<file path="config.mk">
export PLATFORM = sky130hd
export DESIGN_NAME = dns_name_wire_encoder_flat
export DESIGN_NICKNAME = d
export VERILOG_FILES = /design/src/rtl/core/dnwe_pkg.sv /design/src/rtl/core/dnwe_if.sv /design/src/rtl/core/dns_name_wire_encoder.sv /design/src/rtl/core/dnwe_front.sv /design/src/rtl/core/dnwe_queue.sv /design/src/rtl/core/dnwe_back.sv /design/src/flat_wrapper.sv
export SDC_FILE = /design/constraint.sdc
export NUM_CORES = 1
export LEC_CHECK = 0
export ABC_AREA = 1
export ABC_CLOCK_PERIOD_IN_PS = 5900
export CORE_UTILIZATION = 25
export CTS_CLUSTER_SIZE = 12
export DETAILED_ROUTE_END_ITERATION = 12
export DONT_BUFFER_PORTS = 1
export MAX_ROUTING_LAYER = met4
export SYNTH_ARGS = -nofsm -noshare
export SYNTH_HDL_FRONTEND = slang
export SYNTH_SLANG_ARGS = --single-unit
</file>
<file path="constraint.sdc">
create_clock -name clk -period 5.9 [get_ports clk]
set_clock_uncertainty 0.05 [all_clocks]
set_input_delay 0 -clock clk [delete_from_list [all_inputs] [get_ports clk]]
set_output_delay 0 -clock clk [all_outputs]
set_load 0.01 [all_outputs]
</file>
<file path="src/rtl/core/dnwe_pkg.sv">
// shared types and constants of the dns name wire encoder
package dnwe_pkg;

	localparam int unsigned NAME_MAX    = 255;
	localparam int unsigned LABEL_MAX   = 63;
	localparam logic [7:0]  DOT_CHAR    = 8'd46;
	localparam logic [7:0]  END_CHAR    = 8'd0;

	localparam logic        KIND_WRITE  = 1'b0;
	localparam logic        KIND_STATUS = 1'b1;

	localparam int unsigned QUEUE_DEPTH = 4;
	localparam int unsigned QUEUE_AW    = $clog2(QUEUE_DEPTH);

	// work for the back end: up to two buffer writes, then an optional status
	typedef struct packed {
		logic [1:0] num_writes;
		logic       has_status;
		logic [7:0] w0_offset;
		logic [7:0] w0_data;
		logic [7:0] w1_offset;
		logic       ok;
		logic [7:0] wire_length;
	} job_t;

	typedef struct packed {
		logic full;
		logic empty;
	} queue_stat_t;

endpackage

</file>
<file path="src/rtl/core/dnwe_if.sv">
// channel interfaces: name characters in, buffer writes and status out
interface dnwe_char_if;
	logic       valid;
	logic       ready;
	logic [7:0] ch;

	modport source (output valid, output ch, input ready);
	modport sink (input valid, input ch, output ready);
endinterface

interface dnwe_result_if;
	logic       valid;
	logic       ready;
	logic       kind;
	logic [7:0] offset;
	logic [7:0] data;
	logic       ok;
	logic [7:0] wire_length;
	logic       last;

	modport source (output valid, output kind, output offset, output data,
		output ok, output wire_length, output last, input ready);
	modport sink (input valid, input kind, input offset, input data,
		input ok, input wire_length, input last, output ready);
endinterface

</file>
<file path="src/rtl/core/dns_name_wire_encoder.sv">
// top level of the dns name wire encoder
//
// chars: one name character per transfer; a zero character ends the name,
//   '.' separates labels, any other byte is label content.
// results: buffer writes (kind 0, offset and data) and one status per name
//   (kind 1, ok and wire_length); last marks the final result of a character.
// a label character gives one write, a dot one length-octet write, the end of
//   a name up to two writes (length octet, root zero) and the status.
//   rejected names give no writes after the error and a status with ok 0.
// a character's job is registered in the job queue, and its results then in the output register.
// throughput: one character per cycle while the job queue is not full; the
//   result port moves one result per cycle while results.ready is high, so an end
//   of name gives up to three results and the four-entry job queue absorbs that.
// chars.ready drops only when the job queue is full.
// reset clears the label state, the queue and the output valid flag; a stalled
//   result stays on the port until taken while characters keep flowing in
//   until the queue fills.
module dns_name_wire_encoder (
	input  logic          clk,
	input  logic          arst_n,
	dnwe_char_if.sink     chars,
	dnwe_result_if.source results
);

	dnwe_pkg::queue_stat_t stat;
	dnwe_pkg::job_t        push_job;
	dnwe_pkg::job_t        head;
	logic                  push;
	logic                  pop;

	dnwe_front u_front (
		.clk    (clk),
		.arst_n (arst_n),
		.chars  (chars),
		.stat   (stat),
		.push   (push),
		.job    (push_job)
	);

	dnwe_queue u_queue (
		.clk      (clk),
		.arst_n   (arst_n),
		.push     (push),
		.push_job (push_job),
		.pop      (pop),
		.head     (head),
		.stat     (stat)
	);

	dnwe_back u_back (
		.clk     (clk),
		.arst_n  (arst_n),
		.head    (head),
		.stat    (stat),
		.pop     (pop),
		.results (results)
	);

endmodule

</file>
<file path="src/rtl/core/dnwe_front.sv">
// front end: tracks label state per character and classifies it into a job
module dnwe_front (
	input  logic                 clk,
	input  logic                 arst_n,
	dnwe_char_if.sink            chars,
	input  dnwe_pkg::queue_stat_t stat,
	output logic                 push,
	output dnwe_pkg::job_t       job
);

	logic [7:0] label_start_q;
	logic [6:0] label_count_q;
	logic       failed_q;

	logic       take;
	logic       is_end;
	logic       is_dot;
	logic [6:0] count_inc;
	logic [9:0] need_len;
	logic       too_long;
	logic [7:0] next_pos;

	assign chars.ready = !stat.full;
	assign take        = chars.valid && chars.ready;
	assign is_end      = (chars.ch == dnwe_pkg::END_CHAR);
	assign is_dot      = (chars.ch == dnwe_pkg::DOT_CHAR);
	assign count_inc   = label_count_q + 7'd1;
	// length octet, label so far plus this char, and the root octet
	assign need_len    = {2'b00, label_start_q} + {3'b000, count_inc} + 10'd2;
	assign too_long    = ({25'd0, count_inc} > dnwe_pkg::LABEL_MAX[31:0])
		|| ({22'd0, need_len} > dnwe_pkg::NAME_MAX[31:0]);
	assign next_pos    = label_start_q + 8'd1 + {1'b0, label_count_q};

	always_comb begin
		push            = 1'b0;
		job.num_writes  = 2'd0;
		job.has_status  = 1'b0;
		job.w0_offset   = label_start_q;
		job.w0_data     = {1'b0, label_count_q};
		job.w1_offset   = next_pos;
		job.ok          = 1'b0;
		job.wire_length = 8'd0;
		if (is_end) begin
			push           = take;
			job.has_status = 1'b1;
			if (!failed_q && label_count_q != 7'd0) begin
				job.num_writes  = 2'd2;
				job.ok          = 1'b1;
				job.wire_length = next_pos + 8'd1;
			end else if (!failed_q && label_start_q != 8'd0) begin
				// trailing dot: root octet sits where the next label would start
				job.num_writes  = 2'd1;
				job.w0_data     = 8'd0;
				job.ok          = 1'b1;
				job.wire_length = label_start_q + 8'd1;
			end
		end else if (!failed_q) begin
			if (is_dot) begin
				if (label_count_q != 7'd0) begin
					push           = take;
					job.num_writes = 2'd1;
				end
			end else if (!too_long) begin
				push           = take;
				job.num_writes = 2'd1;
				job.w0_offset  = next_pos;
				job.w0_data    = chars.ch;
			end
		end
	end

	always_ff @(posedge clk or negedge arst_n) begin
		if (!arst_n) begin
			label_start_q <= 8'd0;
			label_count_q <= 7'd0;
			failed_q      <= 1'b0;
		end else if (take) begin
			if (is_end) begin
				label_start_q <= 8'd0;
				label_count_q <= 7'd0;
				failed_q      <= 1'b0;
			end else if (!failed_q) begin
				if (is_dot) begin
					if (label_count_q == 7'd0) begin
						failed_q <= 1'b1;
					end else begin
						label_start_q <= next_pos;
						label_count_q <= 7'd0;
					end
				end else if (too_long) begin
					failed_q <= 1'b1;
				end else begin
					label_count_q <= count_inc;
				end
			end
		end
	end

endmodule

</file>
<file path="src/rtl/core/dnwe_queue.sv">
// short job queue between front and back end
module dnwe_queue (
	input  logic                  clk,
	input  logic                  arst_n,
	input  logic                  push,
	input  dnwe_pkg::job_t        push_job,
	input  logic                  pop,
	output dnwe_pkg::job_t        head,
	output dnwe_pkg::queue_stat_t stat
);

	dnwe_pkg::job_t                entry_q [dnwe_pkg::QUEUE_DEPTH];
	logic [dnwe_pkg::QUEUE_AW-1:0] wr_ptr_q;
	logic [dnwe_pkg::QUEUE_AW-1:0] rd_ptr_q;
	logic [dnwe_pkg::QUEUE_AW:0]   fill_q;

	assign head       = entry_q[rd_ptr_q];
	assign stat.full  = (fill_q == dnwe_pkg::QUEUE_DEPTH[dnwe_pkg::QUEUE_AW:0]);
	assign stat.empty = (fill_q == '0);

	always_ff @(posedge clk) begin
		if (push) begin
			entry_q[wr_ptr_q] <= push_job;
		end
	end

	always_ff @(posedge clk or negedge arst_n) begin
		if (!arst_n) begin
			wr_ptr_q <= '0;
			rd_ptr_q <= '0;
			fill_q   <= '0;
		end else begin
			if (push) begin
				wr_ptr_q <= wr_ptr_q + 1'b1;
			end
			if (pop) begin
				rd_ptr_q <= rd_ptr_q + 1'b1;
			end
			if (push && !pop) begin
				fill_q <= fill_q + 1'b1;
			end else if (pop && !push) begin
				fill_q <= fill_q - 1'b1;
			end
		end
	end

endmodule

</file>
<file path="src/rtl/core/dnwe_back.sv">
// back end: steps through the results of each job into the output register
module dnwe_back (
	input  logic                  clk,
	input  logic                  arst_n,
	input  dnwe_pkg::job_t        head,
	input  dnwe_pkg::queue_stat_t stat,
	output logic                  pop,
	dnwe_result_if.source         results
);

	logic [1:0] idx_q;
	logic [1:0] total;
	logic       load;
	logic       is_last;
	logic       is_write;

	logic       valid_q;
	logic       kind_q;
	logic [7:0] offset_q;
	logic [7:0] data_q;
	logic       ok_q;
	logic [7:0] wire_length_q;
	logic       last_q;

	assign total    = head.num_writes + {1'b0, head.has_status};
	assign is_last  = (idx_q == total - 2'd1);
	assign is_write = (idx_q < head.num_writes);
	assign load     = !stat.empty && (!valid_q || results.ready);
	assign pop      = load && is_last;

	always_ff @(posedge clk or negedge arst_n) begin
		if (!arst_n) begin
			valid_q <= 1'b0;
			idx_q   <= 2'd0;
		end else begin
			if (load) begin
				valid_q <= 1'b1;
				idx_q   <= is_last ? 2'd0 : idx_q + 2'd1;
			end else if (results.ready) begin
				valid_q <= 1'b0;
			end
		end
	end

	always_ff @(posedge clk) begin
		if (load) begin
			last_q <= is_last;
			if (is_write) begin
				kind_q        <= dnwe_pkg::KIND_WRITE;
				offset_q      <= (idx_q == 2'd0) ? head.w0_offset : head.w1_offset;
				data_q        <= (idx_q == 2'd0) ? head.w0_data : 8'd0;
				ok_q          <= 1'b0;
				wire_length_q <= 8'd0;
			end else begin
				kind_q        <= dnwe_pkg::KIND_STATUS;
				offset_q      <= 8'd0;
				data_q        <= 8'd0;
				ok_q          <= head.ok;
				wire_length_q <= head.wire_length;
			end
		end
	end

	assign results.valid       = valid_q;
	assign results.kind        = kind_q;
	assign results.offset      = offset_q;
	assign results.data        = data_q;
	assign results.ok          = ok_q;
	assign results.wire_length = wire_length_q;
	assign results.last        = last_q;

endmodule
</file>
<file path="src/flat_wrapper.sv">
// flat-port wrapper written by rule: the top's interface ports become plain ports
module dns_name_wire_encoder_flat 
  (clk, arst_n, chars_valid, chars_ch, chars_ready, results_valid, results_kind, results_offset, results_data, results_ok, results_wire_length, results_last, results_ready);
  dnwe_char_if chars_i ();
  dnwe_result_if results_i ();
  input  logic clk;
  input  logic arst_n;
  input wire logic [$bits(chars_i.valid)-1:0] chars_valid;
  input wire logic [$bits(chars_i.ch)-1:0] chars_ch;
  output wire logic [$bits(chars_i.ready)-1:0] chars_ready;
  output wire logic [$bits(results_i.valid)-1:0] results_valid;
  output wire logic [$bits(results_i.kind)-1:0] results_kind;
  output wire logic [$bits(results_i.offset)-1:0] results_offset;
  output wire logic [$bits(results_i.data)-1:0] results_data;
  output wire logic [$bits(results_i.ok)-1:0] results_ok;
  output wire logic [$bits(results_i.wire_length)-1:0] results_wire_length;
  output wire logic [$bits(results_i.last)-1:0] results_last;
  input wire logic [$bits(results_i.ready)-1:0] results_ready;
  assign chars_i.valid = chars_valid;
  assign chars_i.ch = chars_ch;
  assign chars_ready = chars_i.ready;
  assign results_valid = results_i.valid;
  assign results_kind = results_i.kind;
  assign results_offset = results_i.offset;
  assign results_data = results_i.data;
  assign results_ok = results_i.ok;
  assign results_wire_length = results_i.wire_length;
  assign results_last = results_i.last;
  assign results_i.ready = results_ready;
  dns_name_wire_encoder u_core (.clk(clk), .arst_n(arst_n), .chars(chars_i), .results(results_i));
endmodule
</file>
==> impl_metrics.csv, run 1 <==
group,metric,value,unit
run_status,status,"finished, final reports clean",
timing,rsz0062_at_grt,"no",
setup_path,cp.required,6000,ps
placement,io_buffer_count,0,
synth,ys_seq_area_share,62.4,%
timing,finalCritPeriodShare,68.4,%
die,core_area,36500,um2
setup_path,cp_top_family,"simple AND/OR/NAND/NOR gates",
placement,hpwlAfterDp,14700,um
layout,synthToLayoutAreaGrowth,13.8,%
synth,syn_area_per_cell,10.4,um2
min_path,hp-class,"in2async",
timing,setup-violations-final,0,
routing,antenna_left,0,
timing,hold_violations,0,
setup_path,crit_path_start,"u_core.u_front.label_count_q[0]$_DFFE_PN0P_",
cts,clk_pin_slew,70,ps
setup_path,reg2reg_from,"u_core.u_front.label_count_q[0]$_DFFE_PN0P_",
routing,drc,0,
die,num_rows,70,
layout,diodes,0,
routing,drt_iter0_drc,518,
power_and_ir_drop,ir_drop,0.000228,V
layout,layout_commonest_cell,"edfxtp_1",
timing,max_freq,0.248,GHz
timing,worst_pin_slew,998,ps
setup_path,worstSetupEndpointType,"register",
synth,ys_ff_latch,197,
setup_path,crit_top_cell,"nand2_1",
synth,ys.warnings.count,0,
setup_path,path_class,"reg2reg",
setup_path,reg2reg_depth,18,
grt,first_global_vias,6016,
grt,track_usage,12.1,%
die,start_util,25.4,%
power_and_ir_drop,p_per_area,384,nW/um2
die,die_h,195,um
grt,antenna_found_initial,0,
grt,grt_start_max_net_pins,68,
routing,wl,21700,um
timing,relSlewSlack,32.8,%
cts,cts_resized,0,
die,die_x,195,um
setup_path,cp_slowest_stage_delay,790,ps
placement,place_inst,1339,
setup_path,crit_path_start_kind,"register",
synth,synthCells,893,
job,drv_cap,0,
routing,first_pass_iters,7,
timing,fin_crit,4030,ps
cts,cts_tree,"built",
layout,drive_gt1_share,7.91,%
layout,instances_no_fill,1378,
routing,dr_total_vias,6214,
setup_path,r2r_setup_slack,1870,ps
cts,cts_buffer_depth,2,
grt,grt_pass1_wl,34200,um
setup_path,cp_max_fo,27,
setup_path,slowest_stage,"nor2_4",
layout,design_area,10500,um2
die,dieArea,37800,um2
timing,hold_slack,42.5,ps
cts,insertion_delay,450,ps
power_and_ir_drop,leakage,4.05,nW
timing,finalMaxSlewViolations,0,
cts,tritoncts.num_buffers,17,
setup_path,r2r_end,"u_core.u_queue.entry_q[0][3]$_DFFE_PP_",
synth,ys_types,37,
layout,layout_common_cells,"edfxtp_1 (171), nand2_1 (167), nor2_1 (129)",
synth,syn_area,9270,um2
synth,synth_nets,942,
grt,grt-ovfl-total,0,
setup_path,crit_chain,"ha_1 -> nand2_1 -> xor2_1 -> inv_1 -> ha_1 -> ha_1 -> nand2_1 -> inv_1 -> nand2_1 -> nand3_1 -> nand2_1 -> nand2_1 -> nand2_2 -> nand2_2 -> nand2_2 -> nand2_4 -> nor2_4 -> buf_4",
die,io_pins,41,
layout,final_nets,946,
placement,placed_cell_area,9820,um2
cts,cts.sinks,197,
routing,avgRoutedWirePerCell,15.8,um
timing,fin_tns_setup,0,ps
setup_path,cp_num_buf_inv,3,
cts,root_buffer,"clkbuf_16",
placement,gp_congestion,0.826,
setup_path,arrival,4130,ps
routing,vias_per_cell,4.51,
cts,h-tree-depth,4,
==> worst max path at each step <==
stage                                                    endpoint  slack, ps  cells past startpoint
after global placement    u_core.u_queue.entry_q[0][35]$_DFFE_PP_       1920                     18
after detailed placement  u_core.u_queue.entry_q[0][35]$_DFFE_PP_       1890                     18
after CTS                  u_core.u_queue.entry_q[0][3]$_DFFE_PP_       1830                     18
final                      u_core.u_queue.entry_q[0][3]$_DFFE_PP_       1870                     18
after floorplan            u_core.u_queue.entry_q[0][0]$_DFFE_PP_       1530                     18
after global routing      u_core.u_queue.entry_q[0][21]$_DFFE_PP_       1580                     18
==> final cells by class <==
type                       instances  area [um2]
fill                            3659       26000
sequential                       197        5790
multi-input combinational        576        3050
tap                              468         586
clock buffer                      17         425
inverter                          89         334
clock inverter                    15         209
timing repair buffer              16         158
==> flip-flops by register name, summed over array words and instances, names as in the netlist, 2 cells and up <==
signal / count
u_core.u_queue.entry_q: 144
u_core.u_back.results.data: 8
u_core.u_back.results.offset: 8
u_core.u_back.results.wire_length: 8
u_core.u_front.label_start_q: 8
u_core.u_front.label_count_q: 7
u_core.u_queue.fill_q: 3
u_core.u_back.idx_q: 2
u_core.u_queue.rd_ptr_q: 2
u_core.u_queue.wr_ptr_q: 2
==> power by group <==
group	leakage, nW	switching [mW]	total, mW	internal (mW)
clock	0.302	0.571	1.22	0.653
sequential	1.87	0.148	1.84	1.69
combinational	1.87	0.682	0.988	0.306
total	4.05	1.40	4.05	2.65
==> metal layers <==
layer,wire [um],share of wire [%],GRT usage [%]
met1,10100,47,15.6
met2,10200,47,19.0
met3,1140,5.2,2.65
met4,256,1.2,3.53
met5,0,0,-
==> cell usage after synthesis <==
cell / count / area share (%)
edfxtp_1: 171 / 55
nand2_1: 167 / 6.8
nor2_1: 133 / 5.4
inv_1: 86 / 3.5
o21ai_0: 86 / 4.6
a21oi_1: 42 / 2.3
ha_1: 35 / 4.7
nand3_1: 27 / 1.5
dfrtp_1: 26 / 7.0
clkbuf_1: 22 / 0.89
o22ai_1: 17 / 1.1
nand4_1: 13 / 0.88
xor2_1: 12 / 1.1
o21ai_2: 11 / 1.0
nand2_2: 5 / 0.34
buf_2: 4 / 0.22
nor3_1: 4 / 0.22
o21ai_1: 4 / 0.22
buf_6: 3 / 0.36
xnor2_1: 3 / 0.28
a21boi_0: 2 / 0.16
buf_1: 2 / 0.081
fa_1: 2 / 0.43
inv_2: 2 / 0.081
nand3b_1: 2 / 0.16
a22oi_1: 1 / 0.081
a31oi_1: 1 / 0.068
a32o_1: 1 / 0.11
clkinv_1: 1 / 0.040
nand2_4: 1 / 0.12
nand3_2: 1 / 0.11
nand4_4: 1 / 0.23
nor2_2: 1 / 0.068
nor2_4: 1 / 0.12
o21a_1: 1 / 0.081
o31ai_1: 1 / 0.081
or2_1: 1 / 0.068
==> logic make-up after synthesis <==
group	Yosys count	synth area share, %
and+or+nand+nor	357	15.9
DFF	197	62.4
AOI/OAI and AO/OA	167	9.90
buffers and inverters	120	5.16
adders and majority gates	37	5.16
xor gates and xnor gates	15	1.42
==> worst register-to-register path, cell delays in order, from the launching register on <==
cell and delay, ps:
dfrtp_1 490, ha_1 300, nand2_1 100, xor2_1 150, inv_1 70, ha_1 270
ha_1 290, nand2_1 70, inv_1 50, nand2_1 60, nand3_1 70, nand2_1 60
nand2_1 50, nand2_2 160, nand2_2 80, nand2_2 90, nand2_4 180, nor2_4 790
buf_4 350
==> metrics by stage <==
stage	power, mW	setup slack (ps)	util [%]
2_1_floorplan	2.54	1530	-
6_report	4.05	1870	28.9
3_5_place_dp	2.87	1890	26.9
5_1_grt	4.27	1580	28.9
3_3_place_gp	2.85	1920	26.9
4_1_cts	4.09	1830	28.9
==> timing repair <==
| action | 4_1_cts | 5_1_grt |
|---|---|---|
| hold endpoints to repair | 36 | 0 |
| hold buffers | 7 | 0 |
| setup buffers | 0 | 0 |
Power figures use the tool's default switching activity.
==> inputs of run 2 (changes only) <==
- ABC_AREA: 1 -> 0
- ABC_CLOCK_PERIOD_IN_PS: 5900 -> 3300
- clock period: 5.9 -> 3.3 ns (I/O delays scaled with it)
==> run 2 against run 1 <==
The run now ends with negative setup slack left. Synthesized area fell by 4.6%. Worst hold slack improved by 38 ps. Power up 110%. Sequential share of layout area is 2.5 points lower. Synthesized cell count is 38% lower. Largest power group unchanged. Critical path type unchanged. Die area fell by 4.6%. Sequential power is 89% higher. Final cell count decreased by 19%. Wire length is 5.7% lower.
==> impl_metrics.csv, run 2 <==
group,metric,value,unit
run_status,status,"complete, but fails checks",
run_status,violations,"negative setup slack",
min_path,hp-class,"in2reg",
grt,antenna_found_initial,0,
layout,final_nets,700,
layout,fin_util,32.0,%
routing,vias_per_cell,4.45,
cts,cts.sinks,197,
layout,layout_commonest_cell,"edfxtp_1",
placement,place_ws,-31.1,ps
synth,synth_common_cells,"edfxtp_1 (171), nand2_1 (39), mux4_2 (36)",
grt,first_global_vias,5075,
layout,largest_reg_flops,144,
setup_path,cp_num_buf_inv,4,
routing,wl,20500,um
layout,drive_gt1_share,28.5,%
setup_path,cp_slowest_stage_delay,440,ps
power_and_ir_drop,p_seq_share,41.9,%
synth,ys_types,54,
timing,worst_pin_slew,980,ps
grt,grt_start_max_net_pins,36,
routing,drt_iter0_drc,361,
cts,tritoncts.num_buffers,17,
setup_path,cp.required,3400,ps
cts,cts_buffer_depth,2,
cts,root_buffer,"clkbuf_16",
die,start_util,25.5,%
power_and_ir_drop,p_total,8.31,mW
setup_path,crit_chain,"ha_4 -> nand2_2 -> or3_1 -> nand2_1 -> ha_1 -> ha_1 -> o21a_1 -> a211oi_2 -> o21ai_4 -> inv_4 -> buf_4 -> buf_8 -> and2_4 -> clkbuf_16",
power_and_ir_drop,p_per_area,751,nW/um2
timing,rsz0062_at_grt,"yes",
synth,syn_area,8840,um2
layout,design_area,11100,um2
synth,syn_area_per_cell,15.8,um2
synth,synth.largest_area_cell,"edfxtp_1",
timing,fin_tns_setup,-2680,ps
synth,synth_flop_cell,"edfxtp_1",
timing,max_freq,0.298,GHz
synth,synth_top_area_share,58.1,%
power_and_ir_drop,leakage,4.11,nW
die,io_pins,41,
placement,place_inst,1055,
setup_path,cp_top_family,"simple AND/OR/NAND/NOR gates",
die,die_x,190,um
timing,finalMaxSlewViolations,0,
setup_path,cp_max_fo,7,
timing,hold_violations,0,
timing,finalCritPeriodShare,102,%
routing,drc,0,
layout,instances_no_fill,1119,
synth,synth_edf_count,171,
routing,antenna_left,0,
setup_path,arrival,3460,ps
power_and_ir_drop,switchingPower,2.69,mW
layout,n_fill_cell,3348,
placement,placed_cell_area,9930,um2
die,die_h,190,um
routing,avgRoutedWirePerCell,18.3,um
timing,setup_slack,-58.0,ps
power_and_ir_drop,internal-power,5.62,mW
timing,setup-violations-final,99,
cts,clk_pin_slew,80,ps
job,drv_cap,0,
setup_path,path_class,"reg2reg",
setup_path,worstSetupEndpointType,"register",
synth,synthMostInstantiatedCell,"edfxtp_1",
synth,synth_nets,607,
die,dieArea,36100,um2
synth,synth_area_leaders,"edfxtp_1 (58%), mux4_2 (9.2%), dfrtp_1 (7.4%)",
layout,diodes,0,
placement,io_buffer_count,0,
cts,h-tree-depth,4,
placement,hpwlAfterDp,13100,um
routing,dr_total_vias,4977,
grt,track_usage,11.5,%
placement,gp_congestion,0.846,
layout,synthToLayoutAreaGrowth,25.2,%
synth,ys_seq_area_share,65.5,%
routing,first_pass_iters,4,
synth,ys_ff_latch,197,
synth,synthCells,558,
grt,grt-ovfl-total,0,
grt,grt_pass1_wl,30100,um
setup_path,slowest_stage,"dfrtp_2",
timing,hold_slack,80.7,ps
setup_path,crit_path_start_kind,"register",
power_and_ir_drop,ir_drop,0.000393,V
die,core_area,34600,um2
layout,top_register,"u_core.u_queue.entry_q",
power_and_ir_drop,p_clk_share,26.5,%
setup_path,crit_top_cell,"ha_1",
power_and_ir_drop,p_comb_share,31.6,%
cts,cts_tree,"built",
die,num_rows,68,
synth,ys.warnings.count,0,
synth,async_flop_share,13.2,%
power_and_ir_drop,netSwitchingFraction,32.3,%
timing,relSlewSlack,34.7,%
layout,layout_common_cells,"edfxtp_1 (171), buf_4 (57), nand2_1 (38)",
cts,insertion_delay,430,ps
timing,fin_crit,3360,ps
[run 2: changes by cell type in the layout (fill, tap and decap cells not counted), sizes merged, moves of 12 or more]
cell / before / now
nand2: 173 / 39
mux2: 0 / 14
o21ai: 101 / 21
nand3: 28 / 14
a21oi: 42 / 10
nor2: 135 / 24
and2: 0 / 16
inv: 95 / 35
mux4: 0 / 36
xnor2: 3 / 15
mux2i: 0 / 12
o22ai: 17 / 1
buf: 11 / 72
nand4: 14 / 2
[run 2: metal layers]
layer | vias up | wire length (um) | track usage (%)
li1 | 2326 | - | -
met1 | 2561 | 9270 | 14.1
met2 | 76 | 10200 | 19.1
met3 | 14 | 835 | 2.69
met4 | 0 | 229 | 2.88
met5 | - | 0 | -
[run 2: worst min-delay path, stage by stage]
cell	delay [ps]
and4_1	200
o21a_1	120
nor3_1	70
nand3_1	80
o21ai_0	70
[run 2: timing repair]
action,4_1_cts,5_1_grt
pin swaps,3,1
setup endpoints to repair,2,207
hold endpoints to repair,71,26
gates cloned,0,10
hold buffers,12,1
resized for setup,2,20
buffers inserted,2,7
[run 2: power by group through the flow]
stage	registers [mW]	logic, mW	clock network, mW
after floorplan	3.46	1.69	0
after global placement	3.54	2.53	0
after detailed placement	3.55	2.55	0
after global routing	3.52	2.93	2.34
final	3.48	2.63	2.20
after CTS	3.49	2.59	2.23
[run 2: cell families (layout without fill, tap and decap cells)]
kind of cell	Yosys count	count (layout)	synth area share [%]
buf+inv	47	153	2.25
fa+ha+maj	37	37	5.41
xor+xnor	27	27	2.76
compound gates	63	63	4.80
mux	62	62	12.4
flops	197	197	65.5
simple gates	125	125	6.96
[run 2: area by class of cell]
cell class                      instances  area [um2]  share of cell area, %
Sequential cell                       197        5790                   52.3
Tap cell                              455         569                   5.14
Multi-Input combinational cell        314        2970                   26.8
Timing Repair Buffer                   91         987                   8.92
Clock inverter                         14         208                   1.88
Inverter                               30         115                   1.04
Clock buffer                           18         429                   3.88
[run 2: worst paths after layout]
kind / start / end / slack, ps / depth (start not counted)
hold / removal: chars_ch[1] / u_core.u_front.label_count_q[0]$_DFFE_PN0P_ / 80 / 5
hold reg to reg: u_core.u_queue.fill_q[2]$_DFFE_PN0P_ / u_core.u_queue.fill_q[2]$_DFFE_PN0P_ / 450 / 1
setup / recovery: u_core.u_front.label_count_q[1]$_DFFE_PN0P_ / u_core.u_queue.entry_q[1][33]$_DFFE_PP_ / -60 / 14
setup reg to reg: u_core.u_front.label_count_q[1]$_DFFE_PN0P_ / u_core.u_queue.entry_q[1][33]$_DFFE_PP_ / -60 / 14
min in group asynchronous: arst_n / u_core.u_back.idx_q[0]$_DFFE_PN0P_ / 540 / 3
max in group asynchronous: arst_n / u_core.u_front.label_count_q[3]$_DFFE_PN0P_ / 2460 / 3
==> inputs of run 3 (changes only) <==
- MAX_ROUTING_LAYER: met4 -> unset
==> run 3 against run 2 <==
The run now ends clean. Maximum frequency up 1.8%. Non-clock buffer count down 1. Via count up 0.66%. Wire length up 2.0%. Global-route usage down 0.37 points. Sequential share of layout area up 0.072 points. First-iteration DRC count down 11%. Critical path type unchanged. Largest cell class unchanged.
==> impl_metrics.csv, run 3 (synthesis gave the netlist of run 2 again) <==
group,metric,value,unit
timing,setup_slack,1.33,ps
timing,hold_violations,0,
routing,vias_per_cell,4.48,
die,io_pins,41,
routing,wl,20900,um
setup_path,crit_path_start_kind,"register",
layout,layout_common_cells,"edfxtp_1 (171), buf_4 (57), nand2_1 (39)",
min_path,hp-class,"in2async",
die,core_area,34600,um2
run_status,status,"finished, final reports clean",
cts,cts_tree,"built",
setup_path,cp_top_family,"simple AND/OR/NAND/NOR gates",
layout,design_area,11000,um2
cts,clk_pin_slew,80,ps
layout,n_fill_cell,3346,
power_and_ir_drop,leakage,4.09,nW
timing,worst_pin_slew,959,ps
die,num_rows,68,
routing,first_pass_iters,4,
cts,cts.sinks,197,
setup_path,crit_chain,"ha_4 -> nand2_1 -> or3_1 -> nand2_1 -> ha_1 -> ha_4 -> o21a_1 -> a211oi_2 -> o21ai_4 -> inv_4 -> buf_4 -> buf_8 -> and2_4 -> clkbuf_16",
placement,hpwlAfterDp,13200,um
grt,track_usage,11.2,%
layout,diodes,0,
cts,h-tree-depth,4,
routing,wl_met2,10300,um
setup_path,r2r_setup_slack,1,ps
setup_path,worstSetupEndpointType,"register",
layout,drive_gt1_share,28.8,%
setup_path,reg2reg_depth,14,
setup_path,path_class,"reg2reg",
setup_path,reg2reg_from,"u_core.u_front.label_count_q[0]$_DFFE_PN0P_",
layout,top_register,"u_core.u_queue.entry_q",
die,dieArea,36100,um2
job,drv_cap,0,
setup_path,slowest_stage,"dfrtp_2",
placement,placed_cell_area,9920,um2
placement,gp_congestion,0.826,
timing,rsz0062_at_grt,"yes",
routing,highest_layer,"met4",
setup_path,cp_max_fo,8,
cts,insertion_delay,440,ps
routing,antenna_left,0,
layout,layout_commonest_cell,"edfxtp_1",
timing,relSlewSlack,36.1,%
layout,synthToLayoutAreaGrowth,25.0,%
die,die_h,190,um
placement,io_buffer_count,0,
grt,first_global_vias,4893,
routing,drc,0,
layout,final_nets,699,
cts,tritoncts.num_buffers,17,
cts,root_buffer,"clkbuf_16",
placement,place_ws,-50.0,ps
routing,wl_met3,728,um
layout,seqCellArea,5790,um2
timing,fin_tns_setup,0,ps
setup_path,cp.required,3410,ps
power_and_ir_drop,p_per_area,742,nW/um2
setup_path,r2r_end,"u_core.u_queue.entry_q[1][7]$_DFFE_PP_",
setup_path,arrival,3410,ps
placement,place_inst,1053,
timing,finalCritPeriodShare,100,%
timing,setup-violations-final,0,
grt,grt-ovfl-total,0,
grt,grt_pass1_wl,29700,um
die,start_util,25.5,%
timing,finalMaxSlewViolations,0,
layout,instances_no_fill,1118,
grt,grt_start_max_net_pins,36,
grt,antenna_found_initial,0,
cts,cts_buffer_depth,2,
die,die_x,190,um
setup_path,cp_slowest_stage_delay,430,ps
power_and_ir_drop,ir_drop,0.000451,V
layout,multi_input_area,3000,um2
timing,fin_crit,3300,ps
routing,wl_met1,9540,um
routing,drt_iter0_drc,320,
layout,largest_reg_flops,144,
routing,avgRoutedWirePerCell,18.7,um
setup_path,cp_num_buf_inv,4,
routing,dr_total_vias,5010,
timing,max_freq,0.303,GHz
[run 3: through the flow]
step | power [mW] | hold slack (ps) | utilization, %
after global placement | 6.05 | -343 | 28.6
after global routing | 8.63 | 56.2 | 31.9
after floorplan | 5.15 | -346 | -
final | 8.20 | 49.0 | 31.9
after detailed placement | 6.08 | -343 | 28.6
after CTS | 8.18 | 41.4 | 30.8
[run 3: worst max-delay path by stage]
stage	to	cells past startpoint	slack, ps	start
CTS	u_core.u_queue.entry_q[3][26]$_DFFE_PP_	12	6	u_core.u_front.label_count_q[1]$_DFFE_PN0P_
floorplan	u_core.u_queue.fill_q[2]$_DFFE_PN0P_	16	-120	u_core.u_front.label_count_q[1]$_DFFE_PN0P_
global route	u_core.u_queue.fill_q[2]$_DFFE_PN0P_	16	-160	u_core.u_front.label_count_q[3]$_DFFE_PN0P_
finish	u_core.u_queue.entry_q[1][7]$_DFFE_PP_	14	1	u_core.u_front.label_count_q[0]$_DFFE_PN0P_
global placement	u_core.u_queue.fill_q[2]$_DFFE_PN0P_	16	-20	u_core.u_front.label_count_q[1]$_DFFE_PN0P_
detailed placement	u_core.u_queue.fill_q[2]$_DFFE_PN0P_	16	-50	u_core.u_front.label_count_q[1]$_DFFE_PN0P_
[run 3: tightest hold or removal path: stages]
cell	delay [ps]
dlygate4sd3_1	590
buf_12	120
buf_12	190
[run 3: power breakdown]
part	leakage [nW]	internal, mW	switching (mW)	total [mW]
combinational	1.86	1.26	1.41	2.66
clock	0.288	1.03	1.04	2.06
sequential	1.94	3.19	0.280	3.48
[run 3: what timing repair did]
item,in CTS,in global routing
hold endpoints to repair,70,0
hold buffers,13,0
setup endpoints to repair,10,199
cloned,0,9
buffers inserted,1,10
resized for setup,0,25
pin swaps,4,4
[run 3: layout make-up]
class | count | area share [%]
tap | 455 | 5.15
timing repair buffer | 90 | 8.80
clock inverter | 14 | 1.57
clock buffer | 18 | 3.88
inverter | 30 | 1.04
multi-input combinational | 314 | 27.1
sequential | 197 | 52.4
[run 3: metal layers]
metal  track usage [%]  up-vias
met5                 0        -
met3              2.53       19
met4              3.47        0
li1                  -     2326
met2              18.5       96
met1              14.4     2569
